$ cat config.mk
export PLATFORM = sky130hd
export DESIGN_NAME = grt_cell
export DESIGN_NICKNAME = d
export VERILOG_FILES = /design/src/hw/rtl/grt_pkg.sv /design/src/hw/rtl/grt_cell.sv
export SDC_FILE = /design/constraint.sdc
export NUM_CORES = 2
export LEC_CHECK = 0
export BUFFER_PORTS_ARGS = -buffer_cell sky130_fd_sc_hd__clkbuf_2
export CORE_AREA = 2 2 532 534
export CTS_BUF_LIST = sky130_fd_sc_hd__clkbuf_8
export DETAILED_ROUTE_END_ITERATION = 10
export DIE_AREA = 0 0 534 536
export HOLD_SLACK_MARGIN = 0.15
export PLACE_DENSITY = 0.34
export SLEW_MARGIN = 20
export SYNTH_ARGS = -nofsm -noshare
export SYNTH_HDL_FRONTEND = slang
export SYNTH_SLANG_ARGS = --single-unit
$ cat constraint.sdc
create_clock -name clk -period 14.2 [get_ports clk]
set_input_delay 0.71 -clock clk [delete_from_list [all_inputs] [get_ports clk]]
set_output_delay 0.71 -clock clk [all_outputs]
set_load 0.01 [all_outputs]
$ cat src/hw/rtl/grt_pkg.sv
// Shared types and codes for the guest region table.
`default_nettype none
package grt_pkg;
    localparam int AMAX = 64;
    localparam int EMAX = AMAX + 1;
    localparam int CMAX = 9;

    typedef logic [AMAX-1:0] addr_t;
    typedef logic [EMAX-1:0] end_t;
    typedef logic [CMAX-1:0] cnt_t;

    localparam logic [2:0] OP_MAP           = 3'd0;
    localparam logic [2:0] OP_UNMAP         = 3'd1;
    localparam logic [2:0] OP_UNMAP_RANGE   = 3'd2;
    localparam logic [2:0] OP_PROTECT       = 3'd3;
    localparam logic [2:0] OP_PROTECT_RANGE = 3'd4;
    localparam logic [2:0] OP_CHECK         = 3'd5;
    localparam logic [2:0] OP_FIND          = 3'd6;

    localparam logic [2:0] ST_OK        = 3'd0;
    localparam logic [2:0] ST_BAD_RANGE = 3'd1;
    localparam logic [2:0] ST_OVERLAP   = 3'd2;
    localparam logic [2:0] ST_NOT_FOUND = 3'd3;
    localparam logic [2:0] ST_NO_PERM   = 3'd4;
    localparam logic [2:0] ST_BOUNDS    = 3'd5;
    localparam logic [2:0] ST_FULL      = 3'd6;

    typedef struct packed {
        addr_t       base;
        logic [31:0] len;
        logic [2:0]  rights;
    } piece_t;

    typedef struct packed {
        addr_t       addr;
        logic [31:0] len;
        logic [2:0]  rights;
        logic [2:0]  op;
    } req_t;

    typedef struct packed {
        logic         active;
        logic         overlap;
        logic         xhit;
        logic         found;
        cnt_t         used;
        cnt_t         removed;
        logic [1:0]   np;
        piece_t       fnd;
        piece_t [1:0] pc;
    } scan_t;

    typedef struct packed {
        logic         active;
        logic         setr;
        logic [1:0]   cnt;
        piece_t [2:0] q;
    } commit_t;
endpackage
`default_nettype wire

$ cat src/hw/rtl/grt_cell.sv
// One table slot: holds a region and passes the scan and commit tokens on.
`default_nettype none
module grt_cell #(
    parameter int ADDR_BITS = 32
) (
    input  wire logic            clk,
    input  wire logic            rst_n,
    input  wire grt_pkg::req_t    req,
    input  wire grt_pkg::scan_t   scan_in,
    input  wire grt_pkg::commit_t commit_in,
    output grt_pkg::scan_t        scan_out,
    output grt_pkg::commit_t      commit_out
);
    logic                 valid_reg, valid_next;
    logic                 mark_reg;
    logic [ADDR_BITS-1:0] base_reg, base_next;
    logic [31:0]          len_reg, len_next;
    logic [2:0]           rights_reg, rights_next;
    grt_pkg::scan_t       scan_reg, scan_next;
    grt_pkg::commit_t     commit_reg, commit_next;

    grt_pkg::end_t eb, ee, a, e;
    logic          contains, exact, ovl, mark;

    always_comb
    begin
        eb       = grt_pkg::end_t'(base_reg);
        ee       = eb + grt_pkg::end_t'(len_reg);
        a        = grt_pkg::end_t'(req.addr);
        e        = a + grt_pkg::end_t'(req.len);
        contains = valid_reg && (eb <= a) && (a < ee);
        exact    = valid_reg && (eb == a) && (len_reg == req.len);
        ovl      = valid_reg && (eb < e) && (a < ee);
        case (req.op) inside
            grt_pkg::OP_UNMAP, grt_pkg::OP_PROTECT: mark = exact;
            grt_pkg::OP_UNMAP_RANGE:                mark = ovl;
            grt_pkg::OP_PROTECT_RANGE:              mark = contains;
            default:                                mark = 1'b0;
        endcase
    end

    always_comb
    begin
        scan_next = scan_in;
        if (valid_reg)
        begin
            scan_next.used = grt_pkg::cnt_t'(scan_in.used + 1'b1);
        end
        if (exact)
        begin
            scan_next.xhit = 1'b1;
        end
        if (contains && !scan_in.found)
        begin
            scan_next.found       = 1'b1;
            scan_next.fnd.base    = grt_pkg::addr_t'(base_reg);
            scan_next.fnd.len     = len_reg;
            scan_next.fnd.rights  = rights_reg;
        end
        if (ovl)
        begin
            scan_next.overlap = 1'b1;
            scan_next.removed = grt_pkg::cnt_t'(scan_in.removed + 1'b1);
            if (a > eb && scan_next.np < 2'd2)
            begin
                scan_next.pc[scan_next.np[0]].base   = grt_pkg::addr_t'(base_reg);
                scan_next.pc[scan_next.np[0]].len    = 32'(a - eb);
                scan_next.pc[scan_next.np[0]].rights = rights_reg;
                scan_next.np = scan_next.np + 2'd1;
            end
            if (e < ee && scan_next.np < 2'd2)
            begin
                scan_next.pc[scan_next.np[0]].base   = grt_pkg::addr_t'(e);
                scan_next.pc[scan_next.np[0]].len    = 32'(ee - e);
                scan_next.pc[scan_next.np[0]].rights = rights_reg;
                scan_next.np = scan_next.np + 2'd1;
            end
        end
        scan_next.active = scan_in.active;
    end

    always_comb
    begin
        commit_next = commit_in;
        valid_next  = valid_reg;
        base_next   = base_reg;
        len_next    = len_reg;
        rights_next = rights_reg;
        if (commit_in.active && mark_reg)
        begin
            if (commit_in.setr)
            begin
                rights_next = req.rights;
            end
            else
            begin
                valid_next = 1'b0;
            end
        end
        if (commit_in.active && !valid_next && commit_in.cnt != 2'd0)
        begin
            valid_next      = 1'b1;
            base_next       = commit_in.q[0].base[ADDR_BITS-1:0];
            len_next        = commit_in.q[0].len;
            rights_next     = commit_in.q[0].rights;
            commit_next.q[0] = commit_in.q[1];
            commit_next.q[1] = commit_in.q[2];
            commit_next.cnt  = commit_in.cnt - 2'd1;
        end
    end

    always_ff @(posedge clk or negedge rst_n)
    begin
        if (!rst_n)
        begin
            valid_reg  <= 1'b0;
            mark_reg   <= 1'b0;
            scan_reg   <= '0;
            commit_reg <= '0;
        end
        else
        begin
            valid_reg  <= valid_next;
            scan_reg   <= scan_next;
            commit_reg <= commit_next;
            if (scan_in.active)
            begin
                mark_reg <= mark;
            end
        end
    end

    always_ff @(posedge clk)
    begin
        base_reg   <= base_next;
        len_reg    <= len_next;
        rights_reg <= rights_next;
    end

    assign scan_out   = scan_reg;
    assign commit_out = commit_reg;
endmodule
`default_nettype wire

==> flow_summary.yaml <==
cts:
  clkSinkCount: 691
  clockRootBuffer: "clkbuf_8"
  insertion_delay_ns: 0.92
  clk_pin_slew_ns: 0.06
  clk_path_buf_depth: 4
  cts_buffers: 154
  htreeDepth: 4
  post_cts_buffers: 0
  cts_tree: "done"
power_and_ir_drop:
  p_total_mw: 6.27
  power_density_nw_per_um2: 112
  ir_drop_mv: 0.0822
  p_leak_nw: 25.5
finish:
  final_area_um2: 56100
  final_common_cell: "clkbuf_2"
  largest_reg_flops: 321
  final_cell_mix: "1346 x clkbuf_2, 645 x dlygate4sd3_1, 624 x dfrtp_1, 275 x mux2_2, 208 x ha_1"
  register_area_um2: 17600
  fillers: 31200
  drive_gt1_share_pct: 36.8
  multiInputGateArea_um2: 16300
  synthToLayoutAreaGrowth_pct: 60.1
  finalCoreUtilization_pct: 20.0
  fin_nets: 6147
  final_cells: 9101
yosys:
  ys_warn_count: 0
  async_flop_share_pct: 90.3
  yosysTopAreaCell: "dfrtp_1"
  syn_avg_cell_area_um2: 11.2
  syn-num-nets: 4067
  synth_cell_types: 96
  seq_area_frac_synth_pct: 50.3
  synth_top_area_share_pct: 44.5
  synth-main-ff-cell: "dfrtp_1"
  synthCells: 3129
  synthTopCellsByArea: "dfrtp_1 45%, mux2_2 8.8%, ha_1 7.4%"
  ys_ff_latch: 691
  syn_area_um2: 35100
  synth-edff-count: 67
timing:
  period_needed_ns: 8.73
  setup_viol: 0
  slew_violations: 0
  max_freq_ghz: 0.115
  hold_viol_final: 0
  final.setup.tns_ns: 0
  worst_pin_slew_ns: 0.958
  fin_hold_ws_ns: 0.279
  relSlewSlack_pct: 35.3
  setup_slack_ns: 5.47
  min_period_over_period_pct: 61.5
  skew_ns: 0.0746
  rsz0062_at_grt: "no"
setup_path:
  setup.worst_path.start_class: "flop"
  cp_common_cell: "a21oi_1"
  end_kind: "flop"
  cpMaxStageDelayCell: "or4_2"
  slowest_delay_ns: 1.00
  critPathKind: "reg -> reg"
  cp_max_fo: 55
  cp.arrival_ns: 9.49
  required_ns: 14.96
place:
  dp.cells: 8151
  dpl-instance-area_um2: 46400
  hpwl_mm: 206
  place_ws_ns: 5.42
  io_buffers: 1347
  place_congestion: 0.894
drt:
  wl_mm: 245
  drt-wirelength-per-cell_um: 26.9
  dr.pass1.iters: 5
  vias: 34200
  drc_errors: 0
  initialDrtViolationCount: 1598
  ant_nets: 0
  via_per_inst: 3.75
grt:
  first_global_vias: 36600
  overflow: 0
  grt_pass1_wl_mm: 321
  antenna_found_initial: 113
  grt_usage_pct: 16.5
  grt_max_degree: 110
flow_run:
  drv_cap: 0
status:
  status: "finished, final reports clean"
floorplan:
  fp-row-count: 195
  die_h_um: 536
  fp.coreArea_um2: 281000
  start_util_pct: 12.5
  dieArea_um2: 286000
  fp.dieW_um: 534
  num_io_pins: 1348
worst_hold_path:
  min_path_type: "in -> reg"
-- final cells by class --
class                           count  area share [%]
Inverter                          162            1.08
Clock buffer                      187            4.58
Clock inverter                     83            1.18
Antenna cell                       35           0.156
Timing Repair Buffer             2040            24.2
Tap cell                         3743            8.34
Multi-Input combinational cell   2160            29.0
Sequential cell                   691            31.4
-- what timing repair did --
action | CTS | global route
resized for setup | 0 | 0
hold buffers | 645 | 0
endpoints found under the hold margin | 755 | 0
-- routing by layer --
layer | up-vias | share of wire [%] | global-route usage, %
li1 | 15500 | - | -
met1 | 16800 | 42 | 19.9
met2 | 1472 | 49 | 28.8
met3 | 372 | 5.5 | 3.24
met4 | 22 | 3.6 | 6.00
met5 | - | 0.057 | 0
-- cells in the mapped netlist (10+ instances only) --
| master | instances |
|---|---|
| dfrtp_1 | 624 |
| mux2_2 | 275 |
| ha_1 | 208 |
| a21oi_1 | 202 |
| nor2_1 | 168 |
| inv_1 | 161 |
| nand2_1 | 130 |
| o22ai_1 | 115 |
| nor2b_1 | 94 |
| o21ai_0 | 89 |
| xnor2_1 | 85 |
| xor2_1 | 80 |
| clkbuf_1 | 70 |
| a21o_1 | 67 |
| edfxtp_1 | 67 |
| nand2b_1 | 65 |
| and2_1 | 46 |
| nor3_1 | 46 |
| nand4_1 | 44 |
| nand3_1 | 40 |
| buf_2 | 34 |
| o21a_1 | 32 |
| a21boi_1 | 27 |
| a22oi_1 | 26 |
| and3_1 | 21 |
| a211oi_1 | 18 |
| nor4_1 | 18 |
| nor2_2 | 17 |
| o21bai_1 | 17 |
| a31oi_1 | 15 |
| o211ai_1 | 15 |
| or2_2 | 11 |
| or3_1 | 10 |
-- kinds of logic (layout without fill, tap and decap cells) --
kind of cell               Yosys count  count (layout)  share of synthesized area, %
adders and majority gates          216             216                          7.77
buffers and inverters              278            2472                          3.29
and+or+nand+nor                    742             742                          11.1
xor gates and xnor gates           165             165                          4.12
other                                0              35                             0
AOI/OAI and AO/OA                  749             749                          14.2
DFF                                691             691                          50.3
muxes                              288             288                          9.27
-- report_power, final --
part	switching [mW]	total, mW	internal, mW
combinational	0.995	1.64	0.648
clock	1.08	2.45	1.38
sequential	0.0584	2.17	2.12
total	2.13	6.27	4.14
-- worst max-delay path, delay by kind of cell, from the launching register on --
family	cells	cell delay (ns)
AOI/OAI and AO/OA	16	4.25
adders and majority gates	3	0.80
buffers and inverters	3	0.99
DFF	1	0.48
muxes	1	0.35
and+or+nand+nor	5	1.55
-- path summary, 6_finish.rpt --
kind | from | endpoint | slack, ns | depth (start not counted)
worst max-delay path | base_reg[0] | scan_out[0] | 5.47 | 28
min in group asynchronous | rst_n | scan_out[195] | 0.41 | 2
max in group asynchronous | rst_n | scan_out[275] | 10.96 | 5
worst min-delay path | scan_in[113] | scan_out[113] | 0.28 | 3
worst max register to register | base_reg[0] | scan_out[0] | 5.47 | 28
worst min register to register | len_reg[6] | scan_out[207] | 0.60 | 1
No activity file was read; power rests on OpenSTA's default activity.
